`src/sv/bdq_pkg.sv`:
```
// ----------------------------------------------------------------------------
// Bounded deque package
// Shared widths, request and status codes and sequencer states for the
// bounded double-ended queue with search.
// ----------------------------------------------------------------------------
`default_nettype none

package bdq_pkg;

  localparam int unsigned DATA_W    = 32;
  localparam int unsigned DEPTH_DEF = 64;

  typedef enum logic [2:0] {
    ACT_PUSH_FRONT = 3'd0,
    ACT_PUSH_BACK  = 3'd1,
    ACT_POP_FRONT  = 3'd2,
    ACT_POP_BACK   = 3'd3,
    ACT_COUNT      = 3'd4,
    ACT_SEARCH     = 3'd5
  } action_e;

  typedef enum logic [1:0] {
    STS_OK        = 2'd0,
    STS_EMPTY     = 2'd1,
    STS_FULL      = 2'd2,
    STS_NOT_FOUND = 2'd3
  } status_e;

  typedef enum logic [2:0] {
    ST_IDLE,
    ST_PUSH,
    ST_POP,
    ST_POP_DATA,
    ST_SRCH,
    ST_RESP
  } state_e;

endpackage

`default_nettype wire

```
`src/sv/bdq_ram.sv`:
```
// ----------------------------------------------------------------------------
// Generic single-port RAM
// One address per cycle, written when the write enable is set and read
// otherwise; the read data is registered.
// ----------------------------------------------------------------------------
`default_nettype none

module bdq_ram #(
  parameter int unsigned WIDTH = 32,
  parameter int unsigned DEPTH = 64
) (
  input  wire logic                     clk_i,
  input  wire logic                     we_i,
  input  wire logic [$clog2(DEPTH)-1:0] addr_i,
  input  wire logic [WIDTH-1:0]         wdata_i,
  output logic      [WIDTH-1:0]         rdata_o
);

  logic [WIDTH-1:0] mem_q [DEPTH];
  logic [WIDTH-1:0] rdata_q;

  always_ff @(posedge clk_i) begin
    if (we_i) begin
      mem_q[addr_i] <= wdata_i;
    end else begin
      rdata_q <= mem_q[addr_i];
    end
  end

  assign rdata_o = rdata_q;

endmodule

`default_nettype wire

```
`src/sv/bounded_deque_with_search.sv`:
```
// ----------------------------------------------------------------------------
// Bounded double-ended queue with search
// Ring-buffered deque of 32-bit words with push and pop at either end, a
// count query and a front-to-back search for the first equal entry.
// ----------------------------------------------------------------------------
// Requests enter on the input channel (in_valid_i, in_stall_o) with an
// action code and a value. Each request gives exactly one item on the output
// channel (out_valid_o, out_stall_i): a status, the 1-based position of a
// search hit, the entry count after the request and any popped word.
// Requests are handled one at a time; in_stall_o is high while a request is
// in progress. A count request or an unused code goes straight to the
// response, and a search reads the held entries, at most DEPTH, until the
// first hit. The search reads one entry per cycle from the single-port
// entry memory and compares it with the value. The result waits in an
// output register; a stalled receiver holds it there and the block can
// still accept the next request, which then waits for the register before
// its own result is delivered. Reset empties the queue and clears the
// output valid flag; the memory contents are not cleared.
// ----------------------------------------------------------------------------
`default_nettype none

module bounded_deque_with_search #(
  parameter int unsigned DEPTH = bdq_pkg::DEPTH_DEF
) (
  input  wire logic                               clk_i,
  input  wire logic                               rst_ni,
  input  wire logic                               in_valid_i,
  output logic                                    in_stall_o,
  input  wire logic [2:0]                         action_i,
  input  wire logic signed [bdq_pkg::DATA_W-1:0]  value_i,
  output logic                                    out_valid_o,
  input  wire logic                               out_stall_i,
  output logic      [1:0]                         status_o,
  output logic      [$clog2(DEPTH+1)-1:0]         position_o,
  output logic      [$clog2(DEPTH+1)-1:0]         item_count_o,
  output logic signed [bdq_pkg::DATA_W-1:0]       popped_value_o
);

  localparam int unsigned AW = $clog2(DEPTH);
  localparam int unsigned CW = $clog2(DEPTH + 1);
  localparam logic [CW-1:0] DEPTH_C = CW'(DEPTH);
  localparam logic [AW-1:0] LAST_C  = AW'(DEPTH - 1);
  localparam logic [CW:0]   DEPTH_S = (CW + 1)'(DEPTH);

  bdq_pkg::state_e state_q, state_d;

  bdq_pkg::action_e           act_q, act_d;
  logic [bdq_pkg::DATA_W-1:0] val_q, val_d;
  logic [AW-1:0]              front_q, front_d;
  logic [CW-1:0]              count_q, count_d;
  logic [CW-1:0]              idx_q, idx_d;
  logic [CW-1:0]              chk_idx_q, chk_idx_d;
  logic                       chk_valid_q, chk_valid_d;

  bdq_pkg::status_e           res_status_q, res_status_d;
  logic [CW-1:0]              res_pos_q, res_pos_d;
  logic [bdq_pkg::DATA_W-1:0] res_pop_q, res_pop_d;

  logic                       out_valid_q, out_valid_d;
  logic [1:0]                 out_status_q, out_status_d;
  logic [CW-1:0]              out_pos_q, out_pos_d;
  logic [CW-1:0]              out_count_q, out_count_d;
  logic [bdq_pkg::DATA_W-1:0] out_pop_q, out_pop_d;

  logic                       accept;
  logic                       out_free;
  logic                       full;
  logic                       empty;
  logic                       hit;
  logic [CW-1:0]              offset;
  logic [CW:0]                ring_sum;
  logic [AW-1:0]              ring_addr;
  logic [AW-1:0]              front_dec;
  logic [AW-1:0]              front_inc;

  logic                       ram_we;
  logic [AW-1:0]              ram_addr;
  logic [bdq_pkg::DATA_W-1:0] ram_rdata;

  assign accept    = in_valid_i && (state_q == bdq_pkg::ST_IDLE);
  assign out_free  = !out_valid_q || !out_stall_i;
  assign full      = (count_q == DEPTH_C);
  assign empty     = (count_q == '0);
  assign hit       = chk_valid_q && (ram_rdata == val_q);
  assign front_dec = (front_q == '0) ? LAST_C : front_q - AW'(1);
  assign front_inc = (front_q == LAST_C) ? '0 : front_q + AW'(1);

  // Shared ring address unit: front plus an offset, wrapped once.
  assign ring_sum  = {{(CW + 1 - AW){1'b0}}, front_q} + {1'b0, offset};
  assign ring_addr = (ring_sum >= DEPTH_S) ? AW'(ring_sum - DEPTH_S) : ring_sum[AW-1:0];

  bdq_ram #(
    .WIDTH(bdq_pkg::DATA_W),
    .DEPTH(DEPTH)
  ) u_entry_ram (
    .clk_i  (clk_i),
    .we_i   (ram_we),
    .addr_i (ram_addr),
    .wdata_i(val_q),
    .rdata_o(ram_rdata)
  );

  always_comb begin
    state_d = state_q;
    unique case (state_q)
      bdq_pkg::ST_IDLE: begin
        if (in_valid_i) begin
          unique case (bdq_pkg::action_e'(action_i))
            bdq_pkg::ACT_PUSH_FRONT,
            bdq_pkg::ACT_PUSH_BACK:  state_d = bdq_pkg::ST_PUSH;
            bdq_pkg::ACT_POP_FRONT,
            bdq_pkg::ACT_POP_BACK:   state_d = bdq_pkg::ST_POP;
            bdq_pkg::ACT_SEARCH:     state_d = bdq_pkg::ST_SRCH;
            default:                 state_d = bdq_pkg::ST_RESP;
          endcase
        end
      end
      bdq_pkg::ST_PUSH:     state_d = bdq_pkg::ST_RESP;
      bdq_pkg::ST_POP:      state_d = empty ? bdq_pkg::ST_RESP : bdq_pkg::ST_POP_DATA;
      bdq_pkg::ST_POP_DATA: state_d = bdq_pkg::ST_RESP;
      bdq_pkg::ST_SRCH: begin
        if (hit || (idx_q >= count_q)) begin
          state_d = bdq_pkg::ST_RESP;
        end
      end
      bdq_pkg::ST_RESP: begin
        if (out_free) begin
          state_d = bdq_pkg::ST_IDLE;
        end
      end
      default: state_d = bdq_pkg::ST_IDLE;
    endcase
  end

  always_comb begin
    act_d        = act_q;
    val_d        = val_q;
    front_d      = front_q;
    count_d      = count_q;
    idx_d        = idx_q;
    chk_idx_d    = chk_idx_q;
    chk_valid_d  = 1'b0;
    res_status_d = res_status_q;
    res_pos_d    = res_pos_q;
    res_pop_d    = res_pop_q;
    out_valid_d  = out_valid_q && out_stall_i;
    out_status_d = out_status_q;
    out_pos_d    = out_pos_q;
    out_count_d  = out_count_q;
    out_pop_d    = out_pop_q;
    offset       = '0;
    ram_we       = 1'b0;
    ram_addr     = ring_addr;

    unique case (state_q)
      bdq_pkg::ST_IDLE: begin
        if (accept) begin
          act_d        = bdq_pkg::action_e'(action_i);
          val_d        = value_i;
          idx_d        = '0;
          res_status_d = bdq_pkg::STS_OK;
          res_pos_d    = '0;
          res_pop_d    = '0;
        end
      end
      bdq_pkg::ST_PUSH: begin
        offset = count_q;
        if (full) begin
          res_status_d = bdq_pkg::STS_FULL;
        end else begin
          ram_we  = 1'b1;
          count_d = count_q + CW'(1);
          if (act_q == bdq_pkg::ACT_PUSH_FRONT) begin
            ram_addr = front_dec;
            front_d  = front_dec;
          end
        end
      end
      bdq_pkg::ST_POP: begin
        offset = count_q - CW'(1);
        if (empty) begin
          res_status_d = bdq_pkg::STS_EMPTY;
        end else if (act_q == bdq_pkg::ACT_POP_FRONT) begin
          ram_addr = front_q;
        end
      end
      bdq_pkg::ST_POP_DATA: begin
        res_pop_d = ram_rdata;
        count_d   = count_q - CW'(1);
        if (act_q == bdq_pkg::ACT_POP_FRONT) begin
          front_d = front_inc;
        end
      end
      bdq_pkg::ST_SRCH: begin
        offset = idx_q;
        if (hit) begin
          res_status_d = bdq_pkg::STS_OK;
          res_pos_d    = chk_idx_q + CW'(1);
        end else if (idx_q < count_q) begin
          chk_valid_d = 1'b1;
          chk_idx_d   = idx_q;
          idx_d       = idx_q + CW'(1);
        end else begin
          res_status_d = bdq_pkg::STS_NOT_FOUND;
        end
      end
      bdq_pkg::ST_RESP: begin
        if (out_free) begin
          out_valid_d  = 1'b1;
          out_status_d = res_status_q;
          out_pos_d    = res_pos_q;
          out_count_d  = count_q;
          out_pop_d    = res_pop_q;
        end
      end
      default: ;
    endcase
  end

  always_ff @(posedge clk_i or negedge rst_ni) begin
    if (!rst_ni) begin
      state_q     <= bdq_pkg::ST_IDLE;
      front_q     <= '0;
      count_q     <= '0;
      idx_q       <= '0;
      chk_valid_q <= 1'b0;
      out_valid_q <= 1'b0;
    end else begin
      state_q     <= state_d;
      front_q     <= front_d;
      count_q     <= count_d;
      idx_q       <= idx_d;
      chk_valid_q <= chk_valid_d;
      out_valid_q <= out_valid_d;
    end
  end

  always_ff @(posedge clk_i) begin
    act_q        <= act_d;
    val_q        <= val_d;
    chk_idx_q    <= chk_idx_d;
    res_status_q <= res_status_d;
    res_pos_q    <= res_pos_d;
    res_pop_q    <= res_pop_d;
    out_status_q <= out_status_d;
    out_pos_q    <= out_pos_d;
    out_count_q  <= out_count_d;
    out_pop_q    <= out_pop_d;
  end

  assign in_stall_o     = (state_q != bdq_pkg::ST_IDLE);
  assign out_valid_o    = out_valid_q;
  assign status_o       = out_status_q;
  assign position_o     = out_pos_q;
  assign item_count_o   = out_count_q;
  assign popped_value_o = out_pop_q;

`ifndef SYNTH
  a_count_bound: assert property (@(posedge clk_i) disable iff (!rst_ni)
    count_q <= DEPTH_C)
    else $error("entry count exceeds the depth");

  a_front_bound: assert property (@(posedge clk_i) disable iff (!rst_ni)
    front_q <= LAST_C)
    else $error("front index outside the ring");

  a_accept_busy: assert property (@(posedge clk_i) disable iff (!rst_ni)
    (in_valid_i && !in_stall_o) |=> (state_q != bdq_pkg::ST_IDLE))
    else $error("accepted item did not start a request");

  a_search_idx: assert property (@(posedge clk_i) disable iff (!rst_ni)
    (state_q == bdq_pkg::ST_SRCH) |-> (idx_q <= count_q))
    else $error("search index ran past the held entries");

  a_result_source: assert property (@(posedge clk_i) disable iff (!rst_ni)
    (out_valid_o && !$past(out_valid_o && out_stall_i)) |->
      ($past(state_q) == bdq_pkg::ST_RESP))
    else $error("result item delivered outside the response state");
`endif

endmodule

`default_nettype wire
```
`config.mk`:
```
export PLATFORM = sky130hd
export DESIGN_NAME = bounded_deque_with_search
export DESIGN_NICKNAME = d
export VERILOG_FILES = /design/src/sv/bdq_pkg.sv /design/src/sv/bdq_ram.sv /design/src/sv/bounded_deque_with_search.sv
export SDC_FILE = /design/constraint.sdc
export NUM_CORES = 2
export LEC_CHECK = 0
export ABC_AREA = 1
export BUFFER_PORTS_ARGS = -buffer_cell sky130_fd_sc_hd__buf_2
export CAP_MARGIN = 0
export CORE_UTILIZATION = 45
export DETAILED_ROUTE_END_ITERATION = 12
export MAX_ROUTING_LAYER = met4
export REMOVE_ABC_BUFFERS = 1
export SYNTH_ARGS = -nofsm -noshare
export SYNTH_HDL_FRONTEND = slang
export SYNTH_SLANG_ARGS = --single-unit
```
`constraint.sdc`:
```
create_clock -name clk_i -period 6.7 [get_ports clk_i]
set_input_delay 2.01 -clock clk_i [delete_from_list [all_inputs] [get_ports clk_i]]
set_output_delay 2.01 -clock clk_i [all_outputs]
set_load 0.01 [all_outputs]
```
Word-level counts from Yosys, hierarchy flattened
Memory sizes are Yosys's and may differ from the RTL's. A register that Yosys moved wholly into a read port is not among the register bits.
Cells that the tools add are included.
W data, S select, Z words.
{"block": "word_totals", "regBits": 156, "ramBits": 2048, "in_bits": 39, "out_inout_bits": 50, "memories": 1}
{"block": "classes", "addsub": 8, "order_cmp": 3, "eq_ne": 26, "mux": 44, "n_bitwise": 1, "reduce_logical": 31}
{"name": "u_entry_ram.mem_q", "depth": 64, "word_bits": 32, "read_ports": 1, "rd_ports_with_merged_regs": 1, "write_ports": 1, "line_no": "bdq_ram.sv:19", "rtl": "logic [WIDTH-1:0] mem_q [DEPTH];"}
{"op": "$pmux W32 S2", "count": 1}
{"op": "$mux W6", "count": 10}
{"op": "$pmux W7 S2", "count": 3}
{"op": "$mux W7", "count": 5}
{"op": "$eq A32 B32 Y1", "count": 1}
{"op": "$mux W32", "count": 1}
{"op": "$ne A2 B2 Y1 const B", "count": 12}
{"op": "$pmux W6 S2", "count": 2}
{"op": "$add A7 B1 Y7 const B", "count": 3}
{"op": "$pmux W7 S3", "count": 1}
{"op": "$eq A3 B2 Y1 const B", "count": 5}
{"op": "$pmux W3 S5", "count": 1}
{"op": "$mux W3", "count": 4}
{"op": "$sub A6 B1 Y6 const B", "count": 2}
{"op": "$mux W2", "count": 5}
{"op": "$eq A3 B3 Y1 const B", "count": 3}
{"op": "$logic_not A3 Y1", "count": 3}
{"op": "$mux W1", "count": 9}
{"op": "$pmux W3 S3", "count": 1}
{"op": "$reduce_and A3 Y1", "count": 3}
{"op": "$add A6 B7 Y8", "count": 1}
{"op": "$ge A8 B7 Y1 const B", "count": 1}
{"op": "$pmux W2 S4", "count": 1}
{"op": "$reduce_and A2 Y1", "count": 4}
{"op": "other kinds (20)", "count": 31}

Depth between registers and ports, before layout
{"block": "logic_depth", "depth_word": 8, "ltp_mapped": 26, "ltp_nobuf": 24}

Modules after synthesis
Synthesis repeated with hierarchy kept, for this count alone.
{"block": "hier_totals", "hier_cells": 9145, "hier_area_um2": 94573.2}
{"mod": "bdq_ram", "n_inst": 1, "cells_per_inst": 8445, "area_each_um2": 87252.4, "seq_area_each_um2": 62459.9}
{"mod": "bounded_deque_with_search", "n_inst": 1, "cells_per_inst": 700, "area_each_um2": 7320.8, "seq_area_each_um2": 4559.4}

Least setup slack after synthesis
Ideal clock, no wire load.
{"block": "synth_path", "kind": "input port to flip-flop", "start": "in in_valid_i", "end": "reg res_pop_q[0] (netlist name), enable pin", "setup_ps": 390, "arrival_time_ps": 4661, "t_required_ps": 6310, "setup_slack_ps": 1649, "path_stages": 4, "path_buffers": 0, "path_cell_list": "inv_1 -> nor2_1 -> inv_1 -> nand2_1"}
{"block": "synth_via", "elab_chain_cells": 3}
{"item": "from (decl)", "line_no": "bounded_deque_with_search.sv:27", "rtl": "input wire logic in_valid_i,"}
{"item": "$logic_and A1 B1 Y1", "line_no": "bounded_deque_with_search.sv:80", "rtl": "assign accept = in_valid_i && (state_q == bdq_pkg::ST_IDLE);"}
{"item": "$ne A2 B2 Y1 (no line)"}
{"item": "$reduce_and A2 Y1 (no line)"}
{"item": "to (signal assigned)", "line_no": "bounded_deque_with_search.sv:244", "rtl": "res_pop_q <= res_pop_d;"}
{"item": "to (decl)", "line_no": "bounded_deque_with_search.sv:57", "rtl": "logic [bdq_pkg::DATA_W-1:0] res_pop_q, res_pop_d;"}
No other way between the ends.
A chain may end at the register's enable or synchronous reset.

Worst setup path in the final report
{"block": "layout_path", "start": "reg state_q[0]", "end": "reg u_entry_ram.rdata_q[15], in the netlist u_entry_ram.rdata_o[15] (read register of u_entry_ram.mem_q), data pin"}
{"block": "layout_via", "elab_chain_cells": 8, "word_cells_on_any_way": 15, "classes_between": "add/sub (2); order compare (1); eq/ne (3); mux (8); reduce/logical (1)"}
{"item": "from (decl)", "line_no": "bounded_deque_with_search.sv:45", "rtl": "bdq_pkg::state_e state_q, state_d;"}
{"item": "from (signal assigned)", "line_no": "bounded_deque_with_search.sv:222", "rtl": "state_q <= bdq_pkg::ST_IDLE;"}
{"item": "from (signal assigned)", "line_no": "bounded_deque_with_search.sv:229", "rtl": "state_q <= state_d;"}
{"item": "$eq A3 B3 Y1, or another cell as far along", "line_no": "bounded_deque_with_search.sv:155", "rtl": "unique case (state_q)"}
{"item": "$pmux W7 S3", "line_no": "bounded_deque_with_search.sv:155"}
{"item": "$add A6 B7 Y8", "line_no": "bounded_deque_with_search.sv:89", "rtl": "assign ring_sum = {{(CW + 1 - AW){1'b0}}, front_q} + {1'b0, offset};"}
{"item": "$ge A8 B7 Y1 / $sub A6 B1 Y6 (equally long branches)", "line_no": "bounded_deque_with_search.sv:90", "rtl": "assign ring_addr = (ring_sum >= DEPTH_S) ? AW'(ring_sum - DEPTH_S) : ring_sum[AW-1:0];"}
{"item": "$mux W6", "line_no": "bounded_deque_with_search.sv:90"}
{"item": "$mux W6, on equally long branches", "line_no": "bounded_deque_with_search.sv:183, bounded_deque_with_search.sv:173"}
{"item": "$mux W6, on equally long branches", "line_no": "bounded_deque_with_search.sv:181, bounded_deque_with_search.sv:168"}
{"item": "$pmux W6 S2", "line_no": "bounded_deque_with_search.sv:155"}
{"item": "to (decl)", "line_no": "bdq_ram.sv:20", "rtl": "logic [WIDTH-1:0] rdata_q;"}
Parallel ways exist; a longest one is shown, timed or not.

==> summary.md <==
| Metric | Value |
|---|---|
| Simple-gate share of the synthesized area | 21.6% |
| Post-CTS setup buffer count | 0 |
| Routed wire per std cell | 24.2 um |
| Flop and latch count out of synthesis | 2,236 |
| DRC | 0 |
| Clock transition at the registers of the reported paths | 60 ps |
| Core area | 208,000 um^2 |
| Clock latency on the worst-skew pair | 890 ps |
| Top post-synthesis cells by area | edfxtp_1 (70%), nand2_1 (12%), nor2_1 (3.7%) |
| Routed vias/inst | 5.40 |
| Area Growth Syn to Fin | 11.7% |
| Largest family of logic cells by synthesized area | simple AND/OR/NAND/NOR gates |
| Synth top area share | 70.2% |
| Chip height | 460 um |
| Row cnt | 167 |
| Count leader, synth | nand2_1 |
| Mux contribution to synthesized area | 0% |
| Startpoint Class | flop |
| Number of fill cells in the layout | 17,961 |
| Clk sinks | 2,236 |
| Minimum clock period | 5630 ps |
| Final setup viols | 0 |
| GP Congestion | 0.915 |
| Via count | 62,912 |
| CP startpoint | state_q[0] |
| Final ANT Viol Nets | 0 |
| Share of layout cells above drive strength 1 | 7.75% |
| Nets | 8,745 |
| Synthesized instance count | 8,632 |
| RSZ-0062 raised after global routing | false |
| Seq/Total Area, Yosys | 70.9% |
| Adder-cell area share of the yosys netlist | 0.273% |
| IO Count | 89 |
| Worst Setup End Kind | flop |
| Clock buffer depth | 3 |
| Fin util | 50.8% |
| Drt pass-1 iters | 8 |
| Reg2reg start | state_q[0] |
| H-tree depth | 4 |
| Status | completed |
| Met2 track demand over resource | 41.5% |
| Fin Clk Skew | 55.6 ps |
| Unique masters post-synth | 47 |
| CTS Buf Count | 224 |
| Post-synth EDFFs | 2,211 |
| Netlist Area Pre-Place | 94,500 um^2 |
| Required time of the worst setup path | 7440 ps |
| Hold WC Path Type | flop to flop |
| Vias in the first global route | 59,137 |
| DRT iter0 DRCs | 7,466 |
| Pin count of the biggest net entering global routing | 176 |
| Die ar. | 212,000 um^2 |
| Yosys top cell by area | edfxtp_1 |
| Synth Area in Compound Gates | 2.17% |
| Synth Warn # | 0 |
| Post-synthesis async set-or-reset flop share | 1.12% |
| Number of hold buffers added after CTS | 0 |
| Post-cts sizing count | 0 |
| CTS Root Cell | clkbuf_16 |
| Period utilisation layout | 84.0% |
| Maxcap violations | 0 |
| Top cells by instance count after synthesis | nand2_1 (2,900), edfxtp_1 (2,211), nor2_1 (943), nand3_1 (706), inv_1 (609) |
| M1 GR Usage | 37.0% |
| Critical Path Fanout Max | 122 |
| IO Port Bufs | 88 |
| Initial Utilization | 45.5% |
| TritonCTS clock tree | yes |
| Slew Limit Fails | 0 |
| Final hold vios | 0 |
| Gr busiest metal | met2 |
| Met3 Resource Use GR | 4.08% |
| Synth Area in XOR/XNOR | 0.241% |
| Die W | 460 um |
| Overflow left after global routing | 0 |
| CP Class | flop to flop |
| Total global-route track usage | 27.2% |
| Max Clock Freq | 178 MHz |
| Worst Path Arrival | 6370 ps |
| Global-route wire length before repair | 408,000 um |
| Initial antenna violation count | 11 |
| Routed wire length | 282,000 um |
| Relative slew slack | 26.7% |
| Hold_sp | res_pop_q[1] |
| Slew @ Worst Pin | 1100 ps |
| Hpwl dp | 157,000 um |
| Top_reg_cell synth | edfxtp_1 |
| Syn avg cell area | 11.0 um^2 |
| Final setup TNS | 0 ps |
## final timing paths
check | end | slack, ps | cells after the start
min in group asynchronous | count_q[3] | 1150 | 1
max in group asynchronous | front_q[4] | 5120 | 1
hold reg to reg | popped_value_o[1] | 420 | 0
setup reg to reg | u_entry_ram.rdata_o[15] | 1080 | 23
setup / recovery | u_entry_ram.rdata_o[15] | 1080 | 23
hold / removal | popped_value_o[1] | 420 | 0
## cells in the final DEF, fill, tap and decap left out, types with 13 or more instances in the layout
master / synthesis / layout
nand2_1: 2900 / 2900
edfxtp_1: 2211 / 2211
nor2_1: 943 / 878
nand3_1: 706 / 706
inv_1: 609 / 608
a21oi_1: 277 / 275
nand3b_1: 266 / 266
clkbuf_16: 0 / 225
buf_4: 29 / 161
buf_2: 327 / 88
o21ai_0: 81 / 81
nor2_4: 5 / 72
clkbuf_1: 78 / 51
clkinv_1: 2 / 50
clkinv_2: 0 / 37
buf_12: 0 / 29
dfrtp_1: 25 / 25
xor2_1: 21 / 21
ha_1: 19 / 19
nor3_1: 15 / 15
nand4_1: 13 / 13
bufinv_16: 0 / 13
## cells by family after synthesis
logic type	count (synthesis)
AO/OA/AOI/OAI	394
AND/OR/NAND/NOR	4883
buffers and inverters	1073
XOR/XNOR	26
adder cells (fa/ha/maj)	20
flip-flops	2236
## registers in the layout (all words and copies together) (netlist names), 7 cells and up
| register | count |
|---|---|
| position_o | 7 |
| chk_idx_q | 7 |
| popped_value_o | 32 |
| u_entry_ram.rdata_o | 32 |
| item_count_o | 7 |
| u_entry_ram.mem_q | 2048 |
| res_pop_q | 32 |
| res_pos_q | 7 |
| val_q | 32 |
| idx_q | 7 |
| count_q | 7 |
## area by class of cell
| class | count | area [um^2] | area share (%) |
|---|---|---|---|
| timing repair buffer | 278 | 2230 | 2.11 |
| clock inverter | 123 | 1100 | 1.04 |
| inverter | 623 | 2360 | 2.24 |
| tap | 2788 | 3490 | 3.30 |
| sequential | 2236 | 67000 | 63.5 |
| antenna | 5 | 12.5 | 0.0119 |
| clock buffer | 276 | 5820 | 5.52 |
| multi-input combinational | 5323 | 23500 | 22.3 |
## worst max-delay path: stages, from the launching register on
cell and delay, ps:
dfrtp_1 450, nor2_1 200, nand2_1 350, o221ai_1 380, ha_1 280, fa_1 440, inv_1 150, nand2_1 80
nand2_1 80, nand2_1 50, nand3_1 90, nand2_1 80, nor2_2 160, nand2_1 180, inv_8 420, buf_12 600
nand2_1 160, nand2_1 100, nor2_1 60, nand2_1 70, nand3_1 490, nand2_1 260, inv_1 70, nand2_1 50
## through the flow
step / setup WS (ps) / cells / cell area (um^2) / hold WS, ps
floorplan: -15050 / 8182 / 92300 / 400
finish: 1080 / 11652 / 106000 / 418
global placement: 1110 / 11248 / 98600 / 401
global route: 765 / 11650 / 106000 / 427
CTS: 1150 / 11647 / 106000 / 417
detailed placement: 1180 / 11248 / 98600 / 407
## layer usage
| layer | vias to the layer above | wire, um | share of wire [%] |
|---|---|---|---|
| met2 | 2848 | 129000 | 46 |
| met3 | 435 | 23400 | 8.3 |
| met4 | 0 | 10900 | 3.9 |
| li1 | 28993 | - | - |
| met5 | - | 0 | 0 |
| met1 | 30636 | 119000 | 42 |
Power is not shown: default switching activity piles up to over one toggle a cycle in this logic, so the estimate is an artifact.
